===== config.mk =====
export PLATFORM = sky130hd
export DESIGN_NAME = psbd_front_flat
export DESIGN_NICKNAME = d
export VERILOG_FILES = /design/src/sv/psbd_pkg.sv /design/src/sv/psbd_if.sv /design/src/sv/psbd_front.sv /design/src/flat_wrapper.sv
export SDC_FILE = /design/constraint.sdc
export NUM_CORES = 1
export LEC_CHECK = 0
export BUFFER_PORTS_ARGS = -buffer_cell sky130_fd_sc_hd__buf_2
export CORE_MARGIN = 2
export CORE_UTILIZATION = 37
export DETAILED_ROUTE_END_ITERATION = 8
export PLACE_DENSITY = 0.9
export SLEW_MARGIN = 20
export SYNTH_ARGS = -nofsm -noshare
export SYNTH_HDL_FRONTEND = slang
export SYNTH_SLANG_ARGS = --single-unit

===== constraint.sdc =====
create_clock -name vclk -period 2.8
set_clock_uncertainty 0.2 [all_clocks]
set_input_delay 0.14 -clock vclk [all_inputs]
set_output_delay 0.14 -clock vclk [all_outputs]
set_load 0.005 [all_outputs]

===== src/sv/psbd_pkg.sv =====
// Shared types and constants for the persistent signal band detector.
// No dependencies; every other file of the block but psbd_ram imports this package.
`default_nettype none

package psbd_pkg;

	// Fixed field widths
	localparam int BIN_W   = 10;
	localparam int DB_W    = 16;
	localparam int CNT_W   = 4;
	localparam int CFG_DW  = 32;
	localparam int CFG_AW  = 3;

	// Configuration register selects, as the value of paddr[2]
	localparam logic REG_THRESHOLD   = 1'b0;
	localparam logic REG_PERSISTENCE = 1'b1;

	localparam logic signed [DB_W-1:0] THRESHOLD_RST   = '0;
	localparam logic [CNT_W-1:0]       PERSISTENCE_RST = 4'd3;

	// Front/back queue
	localparam int Q_DEPTH = 2;
	localparam int Q_PTR_W = $clog2(Q_DEPTH);
	localparam int Q_CNT_W = $clog2(Q_DEPTH + 1);

	// Item classes as decided by the front
	typedef enum logic [1:0] {
		KIND_SAMPLE,
		KIND_SKIP,
		KIND_RESTART
	} item_kind_t;

	typedef struct packed {
		item_kind_t       kind;
		logic [BIN_W-1:0] bin;
		logic             above;
	} item_t;

	typedef struct packed {
		logic signed [DB_W-1:0] threshold;
		logic [CNT_W-1:0]       persistence;
	} cfg_t;

	typedef enum logic [1:0] {
		B_IDLE,
		B_READ,
		B_CLEAR
	} back_state_t;

endpackage

`default_nettype wire


===== src/sv/psbd_if.sv =====
// Valid/ready channel interfaces for the band detector's request and result sides.
// Depends on psbd_pkg for field widths.
`default_nettype none

interface psbd_in_if import psbd_pkg::*; ();
	logic                   valid;
	logic                   ready;
	logic                   operation;
	logic [BIN_W-1:0]       bin_index;
	logic signed [DB_W-1:0] db_value;

	modport source (output valid, output operation, output bin_index, output db_value,
		input ready);
	modport sink (input valid, input operation, input bin_index, input db_value,
		output ready);
endinterface


`default_nettype wire


===== src/sv/psbd_front.sv =====
// Front end: accepts requests and classifies them as sample, skip or restart.
// Depends on psbd_pkg and psbd_in_if.
`default_nettype none

module psbd_front import psbd_pkg::*; #(
	parameter int NUM_BINS = 1024
) (
	psbd_in_if.sink   in_ch,
	input  cfg_t      cfg,
	input  wire logic q_full,
	input  wire logic clearing,
	output logic      push,
	output item_t     item
);

	logic in_range;

	// Hold off while the queue is full or the counter store is being swept
	assign in_ch.ready = !q_full && !clearing;
	assign push        = in_ch.valid && in_ch.ready;

	assign in_range = 17'(in_ch.bin_index) < 17'(NUM_BINS);

	always_comb begin
		item.bin   = in_ch.bin_index;
		item.above = $signed(in_ch.db_value) > $signed(cfg.threshold);
		priority if (in_ch.operation) begin
			item.kind = KIND_RESTART;
		end else if (!in_range) begin
			item.kind = KIND_SKIP;
		end else begin
			item.kind = KIND_SAMPLE;
		end
	end

endmodule

`default_nettype wire


===== src/flat_wrapper.sv =====
// flat-port wrapper written by rule: the top's interface ports become plain ports
module psbd_front_flat import psbd_pkg::*;
#(
	parameter int NUM_BINS = 1024
)
  (cfg, q_full, clearing, push, item, in_ch_valid, in_ch_operation, in_ch_bin_index, in_ch_db_value, in_ch_ready);
  psbd_in_if in_ch_i ();
  input  cfg_t cfg;
  input  wire logic q_full;
  input  wire logic clearing;
  output logic push;
  output item_t item;
  input wire logic [$bits(in_ch_i.valid)-1:0] in_ch_valid;
  input wire logic [$bits(in_ch_i.operation)-1:0] in_ch_operation;
  input wire logic [$bits(in_ch_i.bin_index)-1:0] in_ch_bin_index;
  input wire logic [$bits(in_ch_i.db_value)-1:0] in_ch_db_value;
  output wire logic [$bits(in_ch_i.ready)-1:0] in_ch_ready;
  assign in_ch_i.valid = in_ch_valid;
  assign in_ch_i.operation = in_ch_operation;
  assign in_ch_i.bin_index = in_ch_bin_index;
  assign in_ch_i.db_value = in_ch_db_value;
  assign in_ch_ready = in_ch_i.ready;
  psbd_front #(.NUM_BINS(NUM_BINS)) u_core (.in_ch(in_ch_i), .cfg(cfg), .q_full(q_full), .clearing(clearing), .push(push), .item(item));
endmodule

==> Word level (Yosys, flattened, before mapping) <==
Index checks and enable logic that the tools add are counted.
{ "word_totals": {"register_bits": 0, "out_inout_bits": 15, "wordCells": 6} }
{ "op_classes": {"mux": 1, "magnitude_cmp": 1, "n_reduce_logical": 4} }
{ "ops": {"columns": ["op", "count"], "rows": [
  ["$gt A16 B16 Y1", 1],
  ["$logic_and A1 B1 Y1", 2],
  ["$logic_not A1 Y1", 2],
  ["$mux W2", 1]
]} }

==> Logic depth before layout (Yosys ltp) <==
{ "logic_depth": {"depth_word": 3, "ltp_mapped": 6, "depth_no_buf": 6} }

==> Worst setup path after synthesis <==
Ideal clock, no wire load.
{ "synth_timing": {"kind": "input-to-output", "start": "in cfg[5] (netlist bit)", "end": "out item[0] (netlist bit)", "arrival_time_ns": 1.167, "cell_stages": 6, "setup_slack_ns": 1.293, "required_ns": 2.460, "cell_sequence": "inv_1 > ha_1 > nor2b_1 > o211ai_1 > a2111o_1 > a31oi_1"} }
{ "synth_rtl": {"columns": ["element", "line_no", "rtl"], "rows": [
  ["start, declared", "flat_wrapper.sv:8", "input cfg_t cfg;"],
  ["end, declared", "flat_wrapper.sv:12", "output item_t item;"]
]} }

==> results.py <==
metrics = {
    "outcome": {
        "outcome": "completed",
    },
    "worst_setup_path": {
        "crit_start": "in_ch_db_value[1]",
        "crit_chain": "buf_2, ha_1, nor2b_1, o211ai_1, a2111o_1, a31oi_1, buf_2",
        "timing.critical_path.mode_cell": "buf_2",
        "crit_required_ns": 2.46,
        "critPathTopFamily": "compound AO/OA/AOI/OAI gates",
        "crit_type": "in -> out",
        "critPathLaunchType": "input pin",
        "critPathBufInv": 2,
        "slowest_delay_ns": 0.38,
        "cp_max_fo": 2,
        "critPathSlowestCell": "a2111o_1",
        "endpoint_kind": "output port",
        "worstPathArrival_ns": 1.41,
    },
    "timing": {
        "rsz0062_at_grt": "false",
        "timing.final.crit_share": 0.623,
        "setup_viol": 0,
        "fin_crit_ns": 1.75,
        "slew_violations": 0,
        "fmax_mhz": 573,
        "timing.final.ws_setup_ns": 1.05,
        "hold_viol": 0,
        "fin_setup_tns_ns": 0,
    },
    "yosys": {
        "synth_top_area_frac": 0.380,
        "synth_warnings": 0,
        "syn-num-nets": 137,
        "syn_inst": 71,
        "yosys.area.top_type": "ha_1",
        "syn_area_um2": 527,
        "synth.distinct_cells": 20,
        "ys_top_cells_by_area": "ha_1 38%, buf_4 17%, inv_1 12%",
        "yosysSeqAreaShare": 0,
        "syn_area_per_cell_um2": 7.42,
    },
    "cells_and_area": {
        "nFillCells": 136,
        "syn_to_final_growth_pct": 22.6,
        "final_area_um2": 646,
        "num_antenna_cells": 0,
        "mostFrequentLayoutCells": "38 x buf_2, 17 x inv_1, 16 x ha_1, 5 x a21oi_1, 3 x nand4_1",
        "final_common_cell": "buf_2",
        "layout-drive-gt1-share": 0.402,
        "fin_nets": 165,
        "seq_cells": 0,
        "clkbuf_count": 0,
        "ff_latch_area_um2": 0,
        "stdcell_count": 112,
    },
    "global_routing": {
        "grt_pass1_wl_um": 1900,
        "grt.overflow.total": 0,
        "antenna_found_initial": 0,
        "grt_usage": 0.125,
        "grt_pass1_vias": 506,
        "grt_max_degree": 5,
    },
    "placed_design": {
        "pre_cts_ws_ns": 1.06,
        "post-place-cells": 112,
        "dpl_cell_area_um2": 646,
        "place_congestion": 0.685,
        "hpwl_um": 1020,
        "portBuffers": 38,
    },
    "route": {
        "drtIter0Drc": 1,
        "detail-route-antenna-nets": 0,
        "drc": 0,
        "dr.pass1.iters": 3,
        "vias_per_cell": 4.80,
        "vias": 538,
        "wl_per_cell_um": 9.35,
        "wirelength_um": 1050,
    },
    "floorplanning": {
        "chipWidth_um": 41.7,
        "dieHeight_um": 41.7,
        "ios": 65,
        "dieArea_mm2": 0.00174,
        "start_util": 0.400,
        "core_region_area_mm2": 0.00132,
        "rows": 13,
    },
    "min_path": {
        "hp-start": "in_ch_operation",
        "hold_depth": 0,
        "hold_path_end": "item[12]",
        "min_path_type": "in -> out",
    },
    "run": {
        "drv_cap": 0,
    },
    "pwr": {
        "ir_drop_mv": 0.0521,
        "p_leak_nw": 0.420,
        "powerDensity_mw_per_mm2": 127,
    },
    "clock_tree": {
        "cts_resized": 0,
        "hold_buffers": 0,
        "postCtsSetupBuffers": 0,
    },
}
## Yosys cell counts
library cell and instances:
a2111o_1 1, a2111oi_0 1, a21o_1 2, a21oi_1 5
a2bb2oi_1 1, a31oi_1 1, and2_1 1, buf_4 12
conb_1 1, ha_1 16, inv_1 17, nand2_1 2
nand4_1 3, nand4_4 1, nor2_1 2, nor2b_1 1
nor4_1 1, o211ai_1 1, o21a_1 1, o21ai_0 1
## kinds of logic after synthesis
logic type | share of synthesized area
buffers and inverters | 0.292
other | 0.00712
AOI/OAI and AO/OA | 0.181
adders and majority gates | 0.380
and+or+nand+nor | 0.140
## where the power goes
group,switching (W),leakage (nW),internal [W],total (W)
Clock,0,0,0,0
Sequential,0,0,0,0
Combinational,0.0000374,0.420,0.0000448,0.0000821
Total,0.0000374,0.420,0.0000448,0.0000821
## stage by stage
step | hold WS [ns] | total power (W) | util
detailed placement | 0.0800 | 0.0000834 | 0.490
CTS | 0.0800 | 0.0000839 | 0.490
floorplan | 0.112 | 0.0000616 | -
finish | 0.0800 | 0.0000821 | 0.490
global route | 0.0800 | 0.0000968 | 0.490
global placement | 0.0800 | 0.0000803 | 0.490
## final cells by class
cell class                 instances  area (µm²)  share of cell area
multi-input combinational         42         373               0.578
timing repair buffer              38         190               0.295
inverter                          17        63.8              0.0988
tap                               15        18.8              0.0291
## layer usage
metal / vias up / part of all wire / track usage / wire length, µm
met4: 0 / 0 / 0.0129 / 0
met1: 224 / 0.38 / 0.146 / 396
met5: - / 0 / 0 / 0
met2: 31 / 0.49 / 0.238 / 518
met3: 0 / 0.13 / 0.0261 / 133
li1: 283 / - / - / -
## worst max path at each step
stage	endpoint	slack [ns]	cells past startpoint
finish	item[0]	1.05	7
global route	item[0]	0.94	8
CTS	item[0]	1.04	7
detailed placement	item[0]	1.06	7
global placement	item[0]	1.07	6
floorplan	item[0]	1.29	6
Note: power is estimated with default switching activity, not from simulation.
