--- src/sv/psbd_pkg.sv ---
// Shared types and constants for the persistent signal band detector.
// No dependencies; every other file of the block but psbd_ram imports this package.
`default_nettype none

package psbd_pkg;

	// Fixed field widths
	localparam int BIN_W   = 10;
	localparam int DB_W    = 16;
	localparam int CNT_W   = 4;
	localparam int CFG_DW  = 32;
	localparam int CFG_AW  = 3;

	// Configuration register selects, as the value of paddr[2]
	localparam logic REG_THRESHOLD   = 1'b0;
	localparam logic REG_PERSISTENCE = 1'b1;

	localparam logic signed [DB_W-1:0] THRESHOLD_RST   = '0;
	localparam logic [CNT_W-1:0]       PERSISTENCE_RST = 4'd3;

	// Front/back queue
	localparam int Q_DEPTH = 2;
	localparam int Q_PTR_W = $clog2(Q_DEPTH);
	localparam int Q_CNT_W = $clog2(Q_DEPTH + 1);

	// Item classes as decided by the front
	typedef enum logic [1:0] {
		KIND_SAMPLE,
		KIND_SKIP,
		KIND_RESTART
	} item_kind_t;

	typedef struct packed {
		item_kind_t       kind;
		logic [BIN_W-1:0] bin;
		logic             above;
	} item_t;

	typedef struct packed {
		logic signed [DB_W-1:0] threshold;
		logic [CNT_W-1:0]       persistence;
	} cfg_t;

	typedef enum logic [1:0] {
		B_IDLE,
		B_READ,
		B_CLEAR
	} back_state_t;

endpackage

`default_nettype wire

--- src/sv/psbd_if.sv ---
// Valid/ready channel interfaces for the band detector's request and result sides.
// Depends on psbd_pkg for field widths.
`default_nettype none


interface psbd_out_if import psbd_pkg::*; ();
	logic             valid;
	logic             ready;
	logic             band_found;
	logic [BIN_W-1:0] band_low_bin;
	logic [BIN_W-1:0] band_high_bin;

	modport source (output valid, output band_found, output band_low_bin,
		output band_high_bin, input ready);
	modport sink (input valid, input band_found, input band_low_bin,
		input band_high_bin, output ready);
endinterface

`default_nettype wire

--- src/sv/psbd_ram.sv ---
// Generic single-write, single-read RAM with registered read data.
// No dependencies.
`default_nettype none

module psbd_ram #(
	parameter int WIDTH = 4,
	parameter int DEPTH = 1024
) (
	input  wire logic                     clk,
	input  wire logic                     we,
	input  wire logic [$clog2(DEPTH)-1:0] waddr,
	input  wire logic [WIDTH-1:0]         wdata,
	input  wire logic [$clog2(DEPTH)-1:0] raddr,
	output logic      [WIDTH-1:0]         rdata
);

	logic [WIDTH-1:0] mem_q [DEPTH];

	always_ff @(posedge clk) begin
		if (we) begin
			mem_q[waddr] <= wdata;
		end
		rdata <= mem_q[raddr];
	end

endmodule

`default_nettype wire

--- src/sv/psbd_back.sv ---
// Back end: counter read-modify-write, band tracking, clearing sweep, result register.
// Depends on psbd_pkg, psbd_out_if and psbd_ram.
`default_nettype none

module psbd_back import psbd_pkg::*; #(
	parameter int NUM_BINS = 1024
) (
	input  wire logic  clk,
	input  wire logic  arst_n,
	input  cfg_t       cfg,
	input  wire logic  q_valid,
	input  item_t      q_item,
	output logic       pop,
	output logic       clearing,
	psbd_out_if.source out_ch
);

	localparam int                AW   = $clog2(NUM_BINS);
	localparam logic [AW-1:0]     LAST = AW'(NUM_BINS - 1);

	back_state_t      state_q, state_d;
	logic [AW-1:0]    clr_cnt_q, clr_cnt_d;
	item_t            cur_s1;
	logic             found_q, found_d;
	logic [BIN_W-1:0] low_q, low_d;
	logic [BIN_W-1:0] high_q, high_d;
	logic             out_valid_q;
	logic             out_found_q;
	logic [BIN_W-1:0] out_low_q, out_high_q;

	logic             out_free;
	logic             out_load;
	logic             ram_we;
	logic [AW-1:0]    ram_waddr;
	logic [CNT_W-1:0] ram_wdata;
	logic [CNT_W-1:0] ram_rdata;
	logic [CNT_W-1:0] cnt_inc;
	logic             hit;

	assign out_free = !out_valid_q || out_ch.ready;
	assign clearing = state_q == B_CLEAR;
	assign cnt_inc  = ram_rdata + 1'b1;
	assign hit      = cur_s1.above && (ram_rdata < cfg.persistence);

	psbd_ram #(
		.WIDTH(CNT_W),
		.DEPTH(NUM_BINS)
	) u_cnt_ram (
		.clk  (clk),
		.we   (ram_we),
		.waddr(ram_waddr),
		.wdata(ram_wdata),
		.raddr(AW'(q_item.bin)),
		.rdata(ram_rdata)
	);

	// State, sweep counter, band and result registers
	always_ff @(posedge clk or negedge arst_n) begin
		if (!arst_n) begin
			state_q     <= B_CLEAR;
			clr_cnt_q   <= '0;
			found_q     <= 1'b0;
			low_q       <= '0;
			high_q      <= '0;
			out_valid_q <= 1'b0;
		end else begin
			state_q   <= state_d;
			clr_cnt_q <= clr_cnt_d;
			found_q   <= found_d;
			low_q     <= low_d;
			high_q    <= high_d;
			if (out_load) begin
				out_valid_q <= 1'b1;
			end else if (out_ch.ready) begin
				out_valid_q <= 1'b0;
			end
		end
	end

	// Payload registers
	always_ff @(posedge clk) begin
		if (pop) begin
			cur_s1 <= q_item;
		end
		if (out_load) begin
			out_found_q <= found_d;
			out_low_q   <= found_d ? low_d : '0;
			out_high_q  <= found_d ? high_d : '0;
		end
	end

	// Next state, RAM control and band update
	always_comb begin
		state_d   = state_q;
		clr_cnt_d = clr_cnt_q;
		found_d   = found_q;
		low_d     = low_q;
		high_d    = high_q;
		pop       = 1'b0;
		out_load  = 1'b0;
		ram_we    = 1'b0;
		ram_waddr = clr_cnt_q;
		ram_wdata = '0;
		unique case (state_q)
			B_CLEAR: begin
				ram_we = 1'b1;
				if (clr_cnt_q == LAST) begin
					clr_cnt_d = '0;
					state_d   = B_IDLE;
				end else begin
					clr_cnt_d = clr_cnt_q + 1'b1;
				end
			end
			B_IDLE: begin
				if (q_valid && out_free) begin
					pop = 1'b1;
					unique case (q_item.kind)
						KIND_SAMPLE: begin
							// RAM read of the counter is in flight
							state_d = B_READ;
						end
						KIND_RESTART: begin
							found_d  = 1'b0;
							low_d    = '0;
							high_d   = '0;
							out_load = 1'b1;
							state_d  = B_CLEAR;
						end
						default: begin
							// out of range bin: report the band unchanged
							out_load = 1'b1;
						end
					endcase
				end
			end
			B_READ: begin
				out_load = 1'b1;
				state_d  = B_IDLE;
				if (hit) begin
					ram_we    = 1'b1;
					ram_waddr = AW'(cur_s1.bin);
					ram_wdata = cnt_inc;
					// bin joins the band when its count first reaches the limit
					if (cnt_inc == cfg.persistence) begin
						found_d = 1'b1;
						if (!found_q) begin
							low_d  = cur_s1.bin;
							high_d = cur_s1.bin;
						end else begin
							if (cur_s1.bin < low_q) begin
								low_d = cur_s1.bin;
							end
							if (cur_s1.bin > high_q) begin
								high_d = cur_s1.bin;
							end
						end
					end
				end
			end
			default: begin
				state_d = B_CLEAR;
			end
		endcase
	end

	assign out_ch.valid         = out_valid_q;
	assign out_ch.band_found    = out_found_q;
	assign out_ch.band_low_bin  = out_low_q;
	assign out_ch.band_high_bin = out_high_q;

endmodule

`default_nettype wire

--- src/flat_wrapper.sv ---
// flat-port wrapper written by rule: the top's interface ports become plain ports
module psbd_back_flat import psbd_pkg::*;
#(
	parameter int NUM_BINS = 1024
)
  (clk, arst_n, cfg, q_valid, q_item, pop, clearing, out_ch_valid, out_ch_band_found, out_ch_band_low_bin, out_ch_band_high_bin, out_ch_ready);
  psbd_out_if out_ch_i ();
  input  wire logic clk;
  input  wire logic arst_n;
  input  cfg_t cfg;
  input  wire logic q_valid;
  input  item_t q_item;
  output logic pop;
  output logic clearing;
  output wire logic [$bits(out_ch_i.valid)-1:0] out_ch_valid;
  output wire logic [$bits(out_ch_i.band_found)-1:0] out_ch_band_found;
  output wire logic [$bits(out_ch_i.band_low_bin)-1:0] out_ch_band_low_bin;
  output wire logic [$bits(out_ch_i.band_high_bin)-1:0] out_ch_band_high_bin;
  input wire logic [$bits(out_ch_i.ready)-1:0] out_ch_ready;
  assign out_ch_valid = out_ch_i.valid;
  assign out_ch_band_found = out_ch_i.band_found;
  assign out_ch_band_low_bin = out_ch_i.band_low_bin;
  assign out_ch_band_high_bin = out_ch_i.band_high_bin;
  assign out_ch_i.ready = out_ch_ready;
  psbd_back #(.NUM_BINS(NUM_BINS)) u_core (.clk(clk), .arst_n(arst_n), .cfg(cfg), .q_valid(q_valid), .q_item(q_item), .pop(pop), .clearing(clearing), .out_ch(out_ch_i));
endmodule
--- config.mk ---
export PLATFORM = sky130hd
export DESIGN_NAME = psbd_back_flat
export DESIGN_NICKNAME = d
export VERILOG_FILES = /design/src/sv/psbd_pkg.sv /design/src/sv/psbd_if.sv /design/src/sv/psbd_ram.sv /design/src/sv/psbd_back.sv /design/src/flat_wrapper.sv
export SDC_FILE = /design/constraint.sdc
export NUM_CORES = 2
export LEC_CHECK = 0
export BUFFER_PORTS_ARGS = -buffer_cell sky130_fd_sc_hd__buf_2
export CAP_MARGIN = 20
export CORE_MARGIN = 1.5
export CORE_UTILIZATION = 30
export CTS_BUF_LIST = sky130_fd_sc_hd__clkbuf_4 sky130_fd_sc_hd__clkbuf_8 sky130_fd_sc_hd__clkbuf_16
export DETAILED_ROUTE_END_ITERATION = 12
export SETUP_SLACK_MARGIN = 0.4
export SYNTH_ARGS = -nofsm -noshare
export SYNTH_HDL_FRONTEND = slang
export SYNTH_SLANG_ARGS = --single-unit
--- constraint.sdc ---
create_clock -name clk -period 29.8 [get_ports clk]
set_input_delay 8.94 -clock clk [delete_from_list [all_inputs] [get_ports clk]]
set_output_delay 8.94 -clock clk [all_outputs]
set_load 0.05 [all_outputs]
[Word level (Yosys, flattened, before mapping)]
Memories as Yosys holds them, arrays and structs flattened. A register that Yosys moved wholly into a read port is not among the register bits.
Cells that the tools add are included.
Widths: inputs -> output; s select.
Storage, ports and cells
  output and inout bits: 24
  logic and storage cells: 72
  bits in writable memories: 4096
  register bits: 66
  memories kept: 1
Memory list
  u_core.u_cnt_ram.mem_q: depth 1024, bits a word 4, read ports 1, clocked after memory_dff 1, wr ports 1, line psbd_ram.sv:17  | logic [WIDTH-1:0] mem_q [DEPTH];
Cells by class
  equality and inequality tests: 8
  order comparisons: 3
  add/sub/neg operators: 2
  multiplexer cells: 39
  reduce and logical (&&, ||, !) cells: 8
Operators by type and width (count)
  $mux 10: 15
  $pmux 10 s2: 2
  $mux 1: 13
  $add 10x1->10 const B: 1
  $eq 10x10->1 const B: 1
  $gt 10x10->1: 1
  $lt 10x10->1: 1
  $mux 4: 2
  $pmux 1 s2: 3
  $pmux 2 s3: 1
  $add 4x1->4 const B: 1
  $eq 2x2->1 const B: 2
  $eq 4x4->1: 1
  $logic_not 2->1: 2
  $lt 4x4->1: 1
  $mux 2: 2
  $ne 2x1->1 const B: 2
  $pmux 2 s2: 1
  $ne 3x2->1 const B: 1
  $reduce_and 3->1: 1
  $eq 2x1->1 const B: 1
  $logic_and 1x1->1: 2
  $reduce_bool 2->1: 1
  $logic_not 1->1: 1
  $logic_or 1x1->1: 1

[Logic depth before layout (Yosys ltp)]
  word-level depth: 6
  depth in mapped cells: 14
  mapped depth without buffers: 9

[By module]
Synthesis repeated with hierarchy kept, for this count alone.
Second synthesis, totals
  cells, all modules: 8615
  area, all modules: 165706.4 um2
By module, submodules not included
  psbd_ram: instances 1, cells an instance 8290, area an instance 162098.0 um2
  psbd_back: instances 1, cells an instance 325, area an instance 3608.5 um2

[Worst setup path after synthesis]
Ideal clock, no wire load.
  path kind: input -> register
  start: in cfg[1] in the netlist's numbering
  end: mem u_core.u_cnt_ram.mem_q[0][0] (data pin)
  setup time: 4.957 ns
  arrival: 33.662 ns
  stages: 9
  required time: 24.843 ns
  path slack: -8.819 ns
  path through: inv_1 > ha_1 > nor2b_1 > o21a_1 > o21ai_2 > buf_4 > nand3_4 > buf_2 > nor2_1
Between the ends
  word-level cells in the longest chain between the ends: 4
Ends and longest elaborated chain
  from (decl): line flat_wrapper.sv:10  | input cfg_t cfg;
  $lt 4x4->1: line psbd_back.sv:43  | assign hit = cur_s1.above && (ram_rdata < cfg.persistence);
  $logic_and 1x1->1: line psbd_back.sv:43
  $mux 4: line psbd_back.sv:139  | if (hit) begin
  $mux 4: line psbd_back.sv:104  | unique case (state_q)
  net u_core.ram_wdata[0]: line psbd_back.sv:35  | logic [CNT_W-1:0] ram_wdata;
  to (decl): line psbd_ram.sv:17
The timed path passes the listed nets, and every way through them passes these cells.

[Worst setup path in the final report]
  start: in out_ch_ready
  end: out pop
Between the ends
  word-level cells in the longest chain between the ends: 4
Ends and longest elaborated chain
  from (decl): line flat_wrapper.sv:19  | input wire logic [$bits(out_ch_i.ready)-1:0] out_ch_ready;
  $logic_or 1x1->1: line psbd_back.sv:40  | assign out_free = !out_valid_q || out_ch.ready;
  $logic_and 1x1->1: line psbd_back.sv:115  | if (q_valid && out_free) begin
  $mux 1: line psbd_back.sv:115
  $mux 1: line psbd_back.sv:104
  to (decl): line flat_wrapper.sv:13  | output logic pop;
No other way between the ends.

==> impl_results.md <==
* Outcome: finished clean
* Worst path max stage delay at 440 ps
* Final Total Pwr at 12.90 mW
* Crit-path cells: buf_2 -> nand2b_1 -> nand3_1 -> inv_1 -> buf_2
* Post-Synthesis Cell Area at 166000 sq um
* TritonCTS Buffers at 416
* Post-DP HPWL at 287.3 mm
* Die X at 746.8 microns
* Setup ws final at 10700 ps
* EDFF count, synth at 4128
* GPL Wtd Cong at 0.8392
* CTS tree: yes
* Total negative slack at 0 ps
* Kind of critical path: primary input to primary output
* Relative slew margins at 11.51%
* Largest net degree at the start of global routing at 250
* Crit path top cell by count: buf_2
* Synth-to-layout area growth at 13.39%
* Mux cell area share after synthesis at 14.55%
* Drt pass-1 iters at 6
* Detailed-route DRC error count at 0
* DIE HEIGHT at 746.8 microns
* Vias per cell at 5.306
* Fmax at 52.36 MHz
* Layout cell share with drive strength beyond 1 at 22.04%
* Setup bufs post-CTS at 0
* I/O Pins at 61
* Largest family of logic cells by synthesized area: multiplexers
* Clock H-tree levels at 5
* Most used DFF post-synth: edfxtp_1
* Most frequent cells in the layout: edfxtp_1, nor2_1, mux4_2
* Post-synthesis sequential area ratio at 75.25%
* Yosys top cell area share at 74.69%
* Core Footprint at 552000 sq um
* Antenna Nets Post-Route at 0
* XOR/XNOR Fraction of Synth Area at 0.05805%
* Post-Synth Simple-Gate Area at 4.529%
* Clk_skew at 49.87 ps
* Cells after Synth at 8564
* Placed inst area at 174200 sq um
* Hold Crit Class: flip-flop to flip-flop
* Pins over their slew limit at 0
* Synthesized flop and latch total at 4166
* FFs w/ async S/R, synth at 0.8161%
* Final hold vios at 0
* Worst setup EP type: primary output
* Setup violators final at 0
* Pwr dens at 68.57 nW/um^2
* Yosys warning count at 0
* Pre-CTS WS at 10680 ps
* Top Family by Delay on Critical Path: buffers and inverters
* Initial Util at 30.07%
* Worst-margin pin slew at 1326 ps
* Hold buffer count at CTS at 0
* Post-Route WL at 473.2 mm
* Post_cts resized at 0
* Max VDD drop at 0.07342 mV
* Netlist cell types at 98
* RSZ-0062 raised after global routing: no
* Clk Latency, worst-skew pair at 980 ps
* Vias at 86.77k
* GRT Total Usage at 16.35%
* Nets at 8764
* CP bufs+invs at 3
* Synth top area cells: edfxtp_1, mux4_2, nor2_1, mux2i_1, a22oi_1
* Final hold slack at 501.2 ps
* Min Tclk post-route at 19100 ps
* GR Overflow Total at 0
* Number of port buffers at 44
* Clk slew on worst S/H paths at 60 ps
* WP data required at 20860 ps
* Final instance area at 188200 sq um
* Worst Path Arrival at 10160 ps
* Static leakage at 57.65 nW
* Max clock buf depth at 4
* Vias in the first global route at 87.03k
* Biggest area consumer among synthesized cells: edfxtp_1
* Most common cell after layout, fill and taps aside: edfxtp_1
* Startpoint types: primary input
* CP Max Fanout at 12
* Initial antenna violation count at 29
* Routed len/inst at 28.93 microns
* Period Utilization, post-route at 64.09%
* Syn Area/Cell at 19.38 sq um
* Compound-Gate Fraction of Synth Area at 3.144%
* Row Count at 273
* Initial DRC Count at 11.50k
* Max-cap viol count at 0
* Crit-path slowest cell: inv_1
* Die area at 557700 sq um
* Adder-Cell Fraction of Synth Area at 0.2111%
* Synthesized Nets at 8629
* First-pass GRT wire length at 662.4 mm
* Root buffer cell: clkbuf_16
* Clock net sink count at 4166
[layout make-up]
type                       count  area (sq um)
clock buffer                 507         11200
fill                       51200        363800
tap                         7287          9117
inverter                      37         140.1
antenna                       19         47.55
timing repair buffer         321          2565
clock inverter               260          2641
sequential                  4166        124900
multi-input combinational   3757         37590
[registers in the layout, summed over array words and instances (netlist names)]
signal and count:
u_core.state_q 2, u_core.high_q 10, u_core.out_ch.band_found 1, u_core.out_ch.band_high_bin 10, u_core.low_q 10, u_core.u_cnt_ram.rdata 4, u_core.clr_cnt_q 10, u_core.u_cnt_ram.mem_q 4096
u_core.out_ch.valid 1, u_core.cur_s1 11, u_core.found_q 1, u_core.out_ch.band_low_bin 10
[Yosys cell counts, types with 14 or more instances]
cell       number
buf_2         122
nor2b_1        23
ha_1           28
o211ai_1       36
o2111ai_1      14
mux4_1         31
nand2b_1       35
nor4_1         28
o21ai_0        42
a211oi_1       46
a22oi_1       167
inv_1          35
clkbuf_1      270
mux2i_1       334
a221oi_1       55
a21oi_1       121
buf_1          25
o221ai_1       29
nand2_1       179
buf_6          73
nor3_1        111
nor2_1       1098
a22o_1         39
dfrtp_1        33
mux2_2         59
edfxtp_1     4128
or4_1          20
nand3_1        73
mux4_2        857
buf_4          91
o22ai_1        68
nand4_1        68
[worst register-to-register path, delay by kind of cell (launching register included)]
family / cells / cell delay [ps]
buf+inv: 4 / 3240
simple gates: 3 / 1360
compound gates: 2 / 670
flops: 1 / 640
fa+ha+maj: 1 / 340
[worst paths after layout]
| kind | from | end | slack (ps) | cells past startpoint |
|---|---|---|---|---|
| setup / recovery | out_ch_ready | pop | 10700 | 5 |
| hold / removal | u_core.state_q[1]$_DFFE_PN1P_ | u_core.state_q[1]$_DFFE_PN1P_ | 500 | 2 |
| setup reg to reg | u_core.u_cnt_ram.rdata[1]$_DFF_P_ | u_core.u_cnt_ram.mem_q[447][2]$_DFFE_PP_ | 22930 | 10 |
| hold reg to reg | u_core.state_q[1]$_DFFE_PN1P_ | u_core.state_q[1]$_DFFE_PN1P_ | 500 | 2 |
| max in group asynchronous | arst_n | u_core.clr_cnt_q[7]$_DFFE_PN0P_ | 21190 | 1 |
| min in group asynchronous | arst_n | u_core.low_q[1]$_DFF_PN0_ | 8070 | 1 |
[metal layers]
layer	share of wire [%]	routed length (microns)	vias up	global-route usage, %
met5	0.020	96	-	0
met4	4.1	19400	16	6.377
met3	9.1	42990	836	2.986
met2	49	231200	4593	27.34
met1	38	179400	46050	21.13
li1	-	-	35270	-
[power by group]
group	internal, mW	total (mW)	switching (mW)
Clock	3.07	5.30	2.23
Combinational	0.255	0.988	0.733
Sequential	6.58	6.61	0.0326
[through the flow]
step	instances	utilization, %
2_1_floorplan	8564	-
3_3_place_gp	15560	31.55
3_5_place_dp	15560	31.56
4_1_cts	16330	34.06
5_1_grt	16340	34.09
6_report	16350	34.09
[cells by family after synthesis]
logic type | count (synthesis)
flip-flops | 4166
AND/OR/NAND/NOR | 1714
multiplexers | 1283
AO/OA/AOI/OAI | 721
buffers and inverters | 641
adder cells (fa/ha/maj) | 28
XOR/XNOR | 11
Note: power is estimated with default switching activity, not from simulation.
