## src/sv/psbd_pkg.sv

```systemverilog
// Shared types and constants for the persistent signal band detector.
// No dependencies; every other file of the block but psbd_ram imports this package.
`default_nettype none

package psbd_pkg;

	// Fixed field widths
	localparam int BIN_W   = 10;
	localparam int DB_W    = 16;
	localparam int CNT_W   = 4;
	localparam int CFG_DW  = 32;
	localparam int CFG_AW  = 3;

	// Configuration register selects, as the value of paddr[2]
	localparam logic REG_THRESHOLD   = 1'b0;
	localparam logic REG_PERSISTENCE = 1'b1;

	localparam logic signed [DB_W-1:0] THRESHOLD_RST   = '0;
	localparam logic [CNT_W-1:0]       PERSISTENCE_RST = 4'd3;

	// Front/back queue
	localparam int Q_DEPTH = 2;
	localparam int Q_PTR_W = $clog2(Q_DEPTH);
	localparam int Q_CNT_W = $clog2(Q_DEPTH + 1);

	// Item classes as decided by the front
	typedef enum logic [1:0] {
		KIND_SAMPLE,
		KIND_SKIP,
		KIND_RESTART
	} item_kind_t;

	typedef struct packed {
		item_kind_t       kind;
		logic [BIN_W-1:0] bin;
		logic             above;
	} item_t;

	typedef struct packed {
		logic signed [DB_W-1:0] threshold;
		logic [CNT_W-1:0]       persistence;
	} cfg_t;

	typedef enum logic [1:0] {
		B_IDLE,
		B_READ,
		B_CLEAR
	} back_state_t;

endpackage

`default_nettype wire

```

## src/sv/psbd_queue.sv

```systemverilog
// Short FIFO of classified requests between the front and back ends.
// Depends on psbd_pkg.
`default_nettype none

module psbd_queue import psbd_pkg::*; (
	input  wire logic clk,
	input  wire logic arst_n,
	input  wire logic push,
	input  item_t     push_item,
	input  wire logic pop,
	output logic      q_valid,
	output logic      q_full,
	output item_t     q_item
);

	item_t              entry_q [Q_DEPTH];
	logic [Q_PTR_W-1:0] wr_ptr_q;
	logic [Q_PTR_W-1:0] rd_ptr_q;
	logic [Q_CNT_W-1:0] count_q;

	assign q_valid = count_q != '0;
	assign q_full  = count_q == Q_CNT_W'(Q_DEPTH);
	assign q_item  = entry_q[rd_ptr_q];

	// Pointers and fill level
	always_ff @(posedge clk or negedge arst_n) begin
		if (!arst_n) begin
			wr_ptr_q <= '0;
			rd_ptr_q <= '0;
			count_q  <= '0;
		end else begin
			if (push) begin
				wr_ptr_q <= wr_ptr_q + 1'b1;
			end
			if (pop) begin
				rd_ptr_q <= rd_ptr_q + 1'b1;
			end
			unique case ({push, pop})
				2'b10:   count_q <= count_q + 1'b1;
				2'b01:   count_q <= count_q - 1'b1;
				default: count_q <= count_q;
			endcase
		end
	end

	// Entry storage
	always_ff @(posedge clk) begin
		if (push) begin
			entry_q[wr_ptr_q] <= push_item;
		end
	end

endmodule

`default_nettype wire

```

## config.mk

```make
export PLATFORM = sky130hd
export DESIGN_NAME = psbd_queue
export DESIGN_NICKNAME = d
export VERILOG_FILES = /design/src/sv/psbd_pkg.sv /design/src/sv/psbd_queue.sv
export SDC_FILE = /design/constraint.sdc
export NUM_CORES = 1
export LEC_CHECK = 0
export BUFFER_PORTS_ARGS = -buffer_cell sky130_fd_sc_hd__buf_2
export CAP_MARGIN = 20
export CELL_PAD_IN_SITES_DETAIL_PLACEMENT = 0
export CELL_PAD_IN_SITES_GLOBAL_PLACEMENT = 2
export CORE_ASPECT_RATIO = 1.1
export CORE_MARGIN = 5
export CORE_UTILIZATION = 32
export CTS_CLUSTER_DIAMETER = 150
export DETAILED_ROUTE_END_ITERATION = 10
export GPL_TIMING_DRIVEN = 0
export PLACE_DENSITY = 0.71
export SLEW_MARGIN = 20
export SYNTH_ARGS = -nofsm -noshare
export SYNTH_HDL_FRONTEND = slang
export SYNTH_SLANG_ARGS = --single-unit
```

## constraint.sdc

```tcl
create_clock -name clk -period 1.4 [get_ports clk]
set_input_delay 0.14 -clock clk [delete_from_list [all_inputs] [get_ports clk]]
set_output_delay 0.14 -clock clk [all_outputs]
set_load 0.03 [all_outputs]
```

; ---- Word-level counts from Yosys, hierarchy flattened
; Memories as Yosys holds them, arrays and structs flattened.
; Cells that the tools add are included.
[op_classes]
add_sub_neg = 4
n_reduce_logical = 2
muxes = 3
n_eq_ne = 3
[ops]
columns = operator, n
row1 = "equality test 2 bit, second input constant", 2
row2 = case mux 2 bit (2 select lines), 1
row3 = nonzero test 2 bit, 2
row4 = "adder 1 bit, second input constant", 2
row5 = "adder 2 x 1 -> 2 bit, second input constant", 1
row6 = "equality test 2 x 1 -> 1 bit, second input constant", 1
row7 = 2-to-1 mux 1 bit, 2
row8 = "subtractor 2 x 1 -> 2 bit, second input constant", 1
[word_totals]
mem_count = 1
ramBits = 26
register_bits = 4
elab_cells = 16
output_inout_bits = 15
inputBits = 17
[mem_list]
columns = memory, words, width, read_ports, rd_ports_with_merged_regs, wr, line_no
row1 = entry_q, 2, 13, 1, 0, 1, psbd_queue.sv:16  ; item_t entry_q [Q_DEPTH];

; ---- Longest topological paths before layout
; Gate-level depths: netlist of run 1.
[logic_depth]
depth_word = 2
depth_mapped = 5
ltp_nobuf = 5

; ---- Worst setup path before layout of run 1
; No wires, ideal clock.
[synth_timing]
path_type = reg2reg
from = register wr_ptr_q
to = memory entry_q[0][0] (netlist name) (enable)
required_ps = 1018
t_arrival_ps = 974
path_slack_ps = 43
synth_period_minus_slack_ps = 1357
path_stages_with_launch = 2
setup_time_ps = 382
path_buffers = 0
path_cell_list = dfrtp_1 > nor2_1
[synth_rtl]
columns = element, line_no
row1 = "start, declared", psbd_queue.sv:17  ; logic [Q_PTR_W-1:0] wr_ptr_q;
row2 = "start signal, assigned", psbd_queue.sv:33  ; wr_ptr_q <= wr_ptr_q + 1'b1;
row3 = "end, declared", psbd_queue.sv:16
; Straight into the memory's write port.

==> reports/results.ini, run 1 <==
[synth]
synth_top_cell_area_share_pct=69.33
synthArstFlopShare_pct=13.33
synthTopCellsByArea=edfxtp_1, mux2_2, dfrtp_1
synth_commonest_cells=edfxtp_1, mux2_2, dfrtp_1, xor2_1
synth_top_family_by_area=multiplexers
yosys.area_share.simple_pct=2.444
synthDistinctLibCells=12
synth-seq-cells=30
synth_mux_area_share_pct=13.00
synthMostInstantiatedCell=edfxtp_1
syn_area_per_cell_um2=20.11
syn_nets=74
synth-edff-count=26
ys.flop_type=edfxtp_1
yosys.area.top_type=edfxtp_1
synthAdderAreaFrac_pct=1.111
netlist_area_mm2=0.001126
netlist_instances=56
synth_compound_area_share_pct=0
ys_warn_count=0
synthXorXnorAreaFrac_pct=3.889
ys_seq_area_share_pct=78.22

[clocking]
clk_pin_slew_worst_paths_ps=90
numCtsBuffers=5
clock_latency_ps=320
cts.sinks=30
root_buffer=clkbuf_4
cts_buffer_depth=2
cts_tree=done
htreeDepth=2

[global_route]
antenna_found_initial=0
grt_pass1_wl_mm=3.305
grt_max_degree=14
grt_overflow_total=0
first_global_vias=716
grt.total_usage_pct=9.845

[floorplanning]
die_width_um=66.56
dieArea_mm2=0.004807
core_mm2=0.003358
die-height_um=72.22
initial_core_util_pct=33.53
ios=32
std_cell_rows=22

[sta]
holdWs_ps=147.8
tightest_slew_ps=417.0
period_share_pct=105.0
drv_slew=0
max_slew_margin_pct=72.13
hold_viol=0
fin_ws_ps=-70.29
fmax_mhz=680.1
period_minus_slack_ps=1470
rsz0062_at_grt=true
setup_violations=13
finClkSkew_ps=6.103
fin_tns_setup_ps=-792.8

[outcome]
status=finished, violations left
violations=setup timing

[placement]
placed_area_mm2=0.001344
io_buffers=31
gp_congestion=0.6818
dp.cells=135
hpwl_mm=1.274

[routing]
drc=0
vias_per_cell=4.228
via_count=685
drt-initial-drc-count=16
drt_wl_total_mm=2.056
firstDrtPassIters=4
ant_nets=0
routedWlPerCell_um=12.69

[setup_path]
crit_slowest_cell=dfrtp_2
path_max_fanout=10
max_stage_delay_ps=380
arrival_ps=1330
startpoint_type=flop
required_ps=1260
reg2reg_to=entry_q[1][0]
r2r_slack_ps=240
end_kind=primary output
path_cells=buf_8 > mux2_2 > buf_6
r2r.worst_path.cells=1
path_class=flop to primary output
r2r_start=wr_ptr_q

[job]
cap_violations=0

[finish]
drive_gt1_share_pct=50.88
fill_cells=316
antenna_cells=0
area.growth.synth_to_final_pct=47.78
fin_nets=131
final_cells=162
design_area_mm2=0.001664

[power]
powerDensity_mw_per_mm2=1922
finalPower_uw=3198
p_leak_uw=0.0006538
irDropWorstVdd_uv=914.2

[hold_path]
min_path_type=primary input to asynchronous set/reset pin

[worst max path at each step]
stage,startpoint,to,slack [ps],depth (start not counted)
3_5_place_dp,wr_ptr_q,entry_q[0][11],10,1
5_1_grt,rd_ptr_q,q_item[7],-150,3
2_1_floorplan,wr_ptr_q,entry_q[0][0],40,1
3_3_place_gp,wr_ptr_q,entry_q[0][5],-330,1
4_1_cts,rd_ptr_q,q_item[6],-100,3
6_report,rd_ptr_q,q_item[6],-70,3
[area by class of cell]
cell class / count / area [um2] / share of cell area, %
sequential: 30 / 882.1 / 53.01
multi-input combinational: 24 / 239.0 / 14.36
inverter: 1 / 3.754 / 0.2256
clock buffer: 6 / 41.29 / 2.481
timing repair buffer: 50 / 414.1 / 24.89
buffer: 1 / 15.01 / 0.9023
tap: 48 / 60.06 / 3.609
clock inverter: 2 / 8.758 / 0.5263
[per-layer routing]
metal  track usage (%)  vias to the layer above  wire [um]
met5                 0                        -          0
met4             4.740                        0         38
met3             5.573                        6        168
met2             15.86                       24       1034
met1             10.27                      333        815
li1                  -                      322          -
[cell usage in the layout (no fill, tap or decap), drive strengths merged]
master / count
ha: 1
xor2: 3
or2: 1
xnor2: 2
inv: 1
buf: 35
edfxtp: 26
dlygate4sd3: 16
and2: 1
mux2: 13
clkbuf: 6
and2b: 1
nor2: 2
dfrtp: 4
clkinv: 2
[critical path, delay by kind of cell, from the launching register on]
| kind | cells | cell delay [ps] |
|---|---|---|
| muxes | 1 | 350 |
| DFF | 1 | 380 |
| buffers and inverters | 2 | 280 |
[registers in the layout, summed over array words and instances (netlist names)]
signal    count
wr_ptr_q      1
rd_ptr_q      1
entry_q      26
count_q       2
[where the power goes]
part	total (uW)	switching (uW)	internal [uW]
Clock	461	273	188
Combinational	1450	755	690
Sequential	1290	85.0	1210
Total	3200	1110	2080
[repair_timing]
action	4_1_cts	5_1_grt
setup buffers	1	2
hold buffers	14	2
resized for setup	27	3
setup endpoints to repair	26	14
endpoints found under the hold margin	29	3
[through the flow]
step / util (%) / setup WS, ps
after floorplan: - / 43.48
after global placement: 39.94 / -325.4
after detailed placement: 40.01 / 13.35
after CTS: 48.32 / -104.1
after global routing: 49.55 / -148.4
final: 49.55 / -70.29
[cells by family after synthesis]
kind of cell / count (synthesis)
adders and majority gates: 1
muxes: 13
DFF: 30
xor gates and xnor gates: 5
buffers and inverters: 2
and+or+nand+nor: 5
(Power assumes the default switching activity.)
==> run 2: changes to the inputs <==
CELL_PAD_IN_SITES_DETAIL_PLACEMENT = 1   (was 0)
CELL_PAD_IN_SITES_GLOBAL_PLACEMENT = 1   (was 2)
CORE_UTILIZATION = 37   (was 32)
PLACE_DENSITY = 0.74   (was 0.71)
==> reports/results.ini, run 2 (synthesis gave the netlist of run 1 again) <==
[hold_path]
min_path_type=primary input to flop
whs_path_depth=2
min_from=push
hold_end=wr_ptr_q

[floorplanning]
die_width_um=62.60  ; -5.9%
dieArea_mm2=0.004248  ; -12%
ios=32  ; unchanged
core_mm2=0.002995  ; -11%
die-height_um=67.86  ; -6.0%
std_cell_rows=21  ; -4.5%
initial_core_util_pct=37.59  ; +4.1 points

[placement]
placed_area_mm2=0.001326  ; -1.3%
dp.cells=121  ; -10%
hpwl_mm=1.456  ; +14%
io_buffers=31  ; unchanged
dpl_worst_slack_ps=28.92  ; +15.57 ps
gp_congestion=0.6274  ; -8.0%

[clocking]
numCtsBuffers=5  ; unchanged
clk_pin_slew_worst_paths_ps=100  ; about the same
root_buffer=clkbuf_4
cts.sinks=30  ; unchanged
clock_latency_ps=310  ; about the same
cts_buffer_depth=2  ; unchanged
cts_tree=done
htreeDepth=2  ; unchanged

[sta]
tightest_slew_ps=404.2  ; -12.85 ps
fin_tns_setup_ps=-915.2  ; -122.4 ps
period_share_pct=105.6  ; +0.56 points
drv_slew=0  ; unchanged
period_minus_slack_ps=1478  ; +7.806 ps
fmax_mhz=676.5  ; -0.53%
setup_violations=13  ; unchanged
max_slew_margin_pct=72.99  ; +0.86 points
finClkSkew_ps=12.30  ; +6.193 ps
fin_ws_ps=-78.10  ; -7.806 ps
rsz0062_at_grt=true
hold_viol=0  ; unchanged

[global_route]
grt_pass1_wl_mm=3.795  ; +15%
first_global_vias=801  ; +12%
grt.total_usage_pct=12.31  ; +2.5 points
grt_overflow_total=0  ; unchanged
antenna_found_initial=0  ; unchanged
grt_max_degree=14  ; unchanged

[finish]
design_area_mm2=0.001610  ; -3.2%
area.growth.synth_to_final_pct=43.00
top_register=entry_q
reg_top3=entry_q (26), count_q (2)
largest_reg_flops=26  ; unchanged
antenna_cells=0  ; unchanged
fin_nets=128  ; -2.3%
drive_gt1_share_pct=53.15  ; +2.3 points
final_cells=145  ; -10%
final_common_cell=edfxtp_1
final_cell_mix=edfxtp_1, buf_2, mux2_2, dlygate4sd3_1, buf_6

[power]
p_int_uw=2066  ; -0.91%
powerDensity_mw_per_mm2=1987  ; +3.4%
p_leak_uw=0.0006409  ; -2.0%
switching_share_pct=35.45  ; +0.63 points
switching_power_uw=1134  ; +1.9%
p_seq_share_pct=40.7  ; +0.3 points
irDropWorstVdd_uv=1186  ; +30%
p_clk_share_pct=14.7  ; +0.3 points
p_comb_share_pct=44.5  ; -0.7 points
finalPower_uw=3200  ; about the same

[routing]
routedWlPerCell_um=16.17  ; +27%
drt_wl_total_mm=2.345  ; +14%
drt-initial-drc-count=13  ; -3
vias_per_cell=4.662  ; +10%
via_count=676  ; -1.3%
drc=0  ; unchanged
ant_nets=0  ; unchanged
firstDrtPassIters=2  ; -2

[setup_path]
path_max_fanout=10  ; unchanged
path_class=flop to primary output
r2r.worst_path.cells=1  ; unchanged
crit_slowest_cell=dfrtp_2
r2r_slack_ps=220  ; -20 ps
max_stage_delay_ps=390  ; about the same
end_kind=primary output
startpoint_type=flop
r2r_start=wr_ptr_q
path_cells=buf_8 > mux2_2 > buf_6
arrival_ps=1340  ; about the same
required_ps=1260  ; about the same
reg2reg_to=entry_q[1][9]

[job]
cap_violations=0  ; unchanged

[outcome]
violations=setup timing
status=finished, violations left

run 2: changes by cell type in the layout (fill, tap and decap cells not counted), sizes merged:
cell,before,now
dlygate4sd3,16,13
run 2: power groups by stage:
stage	clock network (uW)	logic, uW	registers [uW]
finish	472	1430	1300
global placement	0	1090	1310
floorplan	0	830	1300
global route	547	1510	1330
detailed placement	0	1110	1340
CTS	497	1380	1300
run 2: repair_timing:
item                                    in CTS  in global routing
setup buffers                                1                  2
hold buffers                                13                  0
hold endpoints to repair                    26                  0
pin swaps                                    0                  0
endpoints found under the setup margin      13                 40
gates resized for setup                     24                  4
run 2: area by class of cell:
cell class	count	area [um2]
timing repair buffer	47	376.6
clock inverter	2	10.01
sequential	30	882.1
tap	34	42.54
fill	290	1385
buffer	1	15.01
multi-input combinational	24	239.0
inverter	1	3.754
clock buffer	6	41.29
run 2: how the worst max path moves through the flow:
stage,from,to,cells past startpoint
2_1_floorplan,wr_ptr_q,entry_q[0][0],1
3_3_place_gp,wr_ptr_q,entry_q[0][5],1
3_5_place_dp,wr_ptr_q,entry_q[0][5],1
4_1_cts,rd_ptr_q,q_item[3],3
5_1_grt,rd_ptr_q,q_item[3],3
6_report,rd_ptr_q,q_item[6],3
run 2: routing by layer:
layer	global-route usage, %	part of all wire (%)	vias to the layer above
met5	0	0	-
met4	5.836	0.60	0
met3	4.598	4.5	2
met2	24.22	60	20
met1	11.17	35	339
li1	-	-	315
run 2: through the flow:
| step | hold slack [ps] | util, % |
|---|---|---|
| after floorplan | -155.6 | - |
| after global placement | -51.75 | 44.19 |
| after detailed placement | -46.57 | 44.28 |
| after CTS | 9.614 | 52.97 |
| after global routing | 10.29 | 53.76 |
| final | 26.77 | 53.76 |
run 2: worst max-delay path, delay by kind of cell, from the launching register on:
kind,cells,cell delay [ps]
buffers and inverters,2,290
multiplexers,1,350
flip-flops,1,390
==> run 3: changes to the inputs <==
CELL_PAD_IN_SITES_DETAIL_PLACEMENT = unset   (was 1)
CELL_PAD_IN_SITES_GLOBAL_PLACEMENT = unset   (was 1)
CORE_UTILIZATION = 41   (was 37)
PLACE_DENSITY = 0.7   (was 0.74)
SKIP_CTS_REPAIR_TIMING = 1   (was unset)
==> reports/results.ini, run 3 (synthesis gave the netlist of run 1 again) <==
[outcome]
status=finished, violations left
violations=setup timing

[finish]
fill_cells=219  ; -24%
final_common_cell=edfxtp_1
drive_gt1_share_pct=56.73  ; +3.6 points
reg_top3=entry_q (26), count_q (2)
antenna_cells=0  ; unchanged
largest_reg_flops=26  ; unchanged
final_cell_mix=edfxtp_1, buf_2, buf_6, mux2_4, dlygate4sd3_1
multi_input_area_um2=284.0  ; +19%
fin_nets=122  ; -4.7%
seq_area_um2=883.3  ; +0.14%
final_cells=137  ; -5.5%
top_register=entry_q
post-route-util_pct=60.05  ; +6.3 points
area.growth.synth_to_final_pct=44.11

[setup_path]
arrival_ps=1380  ; +40 ps
startpoint_type=flop
r2r_slack_ps=260  ; +40 ps
r2r.worst_path.cells=1  ; unchanged
path_max_fanout=5  ; -5
required_ps=1260  ; about the same
path_class=flop to primary output
end_kind=primary output
r2r_start=wr_ptr_q
critPathLaunch=rd_ptr_q
reg2reg_to=entry_q[1][2]

[sta]
period_minus_slack_ps=1521  ; +43.35 ps
rsz0062_at_grt=true
drv_slew=0  ; unchanged
period_share_pct=108.7  ; +3.1 points
finClkSkew_ps=3.906  ; -8.390 ps
fin_ws_ps=-121.4  ; -43.35 ps
hold_viol=0  ; unchanged
fmax_mhz=657.3  ; -2.8%
tightest_slew_ps=400.1  ; -4.130 ps
setup_violations=13  ; unchanged
max_slew_margin_pct=73.27  ; +0.28 points

[global_route]
antenna_found_initial=0  ; unchanged
grt_overflow_total=0  ; unchanged
grt_pass1_wl_mm=3.042  ; -20%
first_global_vias=658  ; -18%
grt_max_degree=14  ; unchanged
grt.total_usage_pct=11.18  ; -1.1 points

[hold_path]
min_from=pop
whs_path_depth=2  ; unchanged
min_path_type=primary input to flop
hold_end=rd_ptr_q

[floorplanning]
core_mm2=0.002703  ; -9.8%
dieArea_mm2=0.003896  ; -8.3%
initial_core_util_pct=41.67  ; +4.1 points
ios=32  ; unchanged
die-height_um=64.97  ; -4.3%
die_width_um=59.97  ; -4.2%
std_cell_rows=20  ; -4.8%

[clocking]
root_buffer=clkbuf_4
clock_latency_ps=310  ; about the same
numCtsBuffers=5  ; unchanged
clk_pin_slew_worst_paths_ps=80  ; -20 ps
cts_tree=done
htreeDepth=2  ; unchanged
cts_buffer_depth=2  ; unchanged
cts.sinks=30  ; unchanged

[routing]
vias_per_cell=4.562  ; -2.1%
drc=0  ; unchanged
drt-initial-drc-count=18  ; +5
ant_nets=0  ; unchanged
drt_wl_total_mm=2.079  ; -11%
firstDrtPassIters=4  ; +2
via_count=625  ; -7.5%
routedWlPerCell_um=15.18  ; -6.2%

[placement]
gp_congestion=0.6495  ; +3.5%
io_buffers=31  ; unchanged
dpl_worst_slack_ps=-281.8  ; -310.8 ps
dp.cells=120  ; -0.83%
hpwl_mm=1.320  ; -9.3%

[power]
powerDensity_mw_per_mm2=2094  ; +5.3%
p_leak_uw=0.0006743  ; +5.2%
irDropWorstVdd_uv=1213  ; +2.3%

[job]
cap_violations=0  ; unchanged

[run 3: cell count changes in the layout (fill, tap and decap cells not counted)]
cell,previous run,this run
mux2_4,0,12
dlygate4sd3_1,13,6
clkinv_2,2,0
clkbuf_16,0,1
clkbuf_1,1,2
dfrtp_1,3,2
mux2_2,13,1
buf_6,9,14
buf_4,8,3
dfrtp_2,1,2
[run 3: area by class of cell]
cell class / count / area share, %
flip-flops and latches: 30 / 54.43
repair buffers: 41 / 21.59
multi-input cells: 24 / 17.50
clock buffers: 7 / 2.776
well taps: 33 / 2.544
plain buffers: 1 / 0.9252
inverters: 1 / 0.2313
[run 3: per-layer routing]
layer  vias to the layer above  track usage (%)  share of wire (%)
li1                        305                -                  -
met1                       294            11.21                 40
met2                        22            18.38                 51
met3                         4            5.777                6.0
met4                         0            5.817                2.4
met5                         -                0                  0
[run 3: worst max-delay path by stage]
stage                          endpoint  slack (ps)  cells past startpoint
after floorplan           entry_q[0][0]          40                      1
after global placement    entry_q[0][7]        -260                      1
after detailed placement  entry_q[0][9]        -280                      1
after CTS                 entry_q[0][2]        -300                      1
after global routing          q_item[3]        -190                      3
final                        q_item[11]        -120                      3
[run 3: report_power, final]
group          switching (uW)  leakage (uW)  internal, uW
combinational             788      0.000360           846
sequential                111      0.000289          1210
clock                     253     0.0000254           189
total                    1150      0.000674          2250
[run 3: worst max-delay path, cell delays in order (launching register included)]
cell and delay, ps:
dfrtp_2 460, clkbuf_16 180, mux2_4 300, buf_6 140
[run 3: per-stage QoR]
| step | hold WS [ps] | power (uW) | instance area (um2) | TNS [ps] |
|---|---|---|---|---|
| 2_1_floorplan | -155.6 | 2127 | 1126 | 0 |
| 3_3_place_gp | -48.54 | 2396 | 1323 | -3425 |
| 3_5_place_dp | -47.23 | 2428 | 1323 | -3660 |
| 4_1_cts | -397.8 | 2878 | 1368 | -6479 |
| 5_1_grt | 0.4480 | 3583 | 1623 | -2119 |
| 6_report | 16.76 | 3398 | 1623 | -1235 |
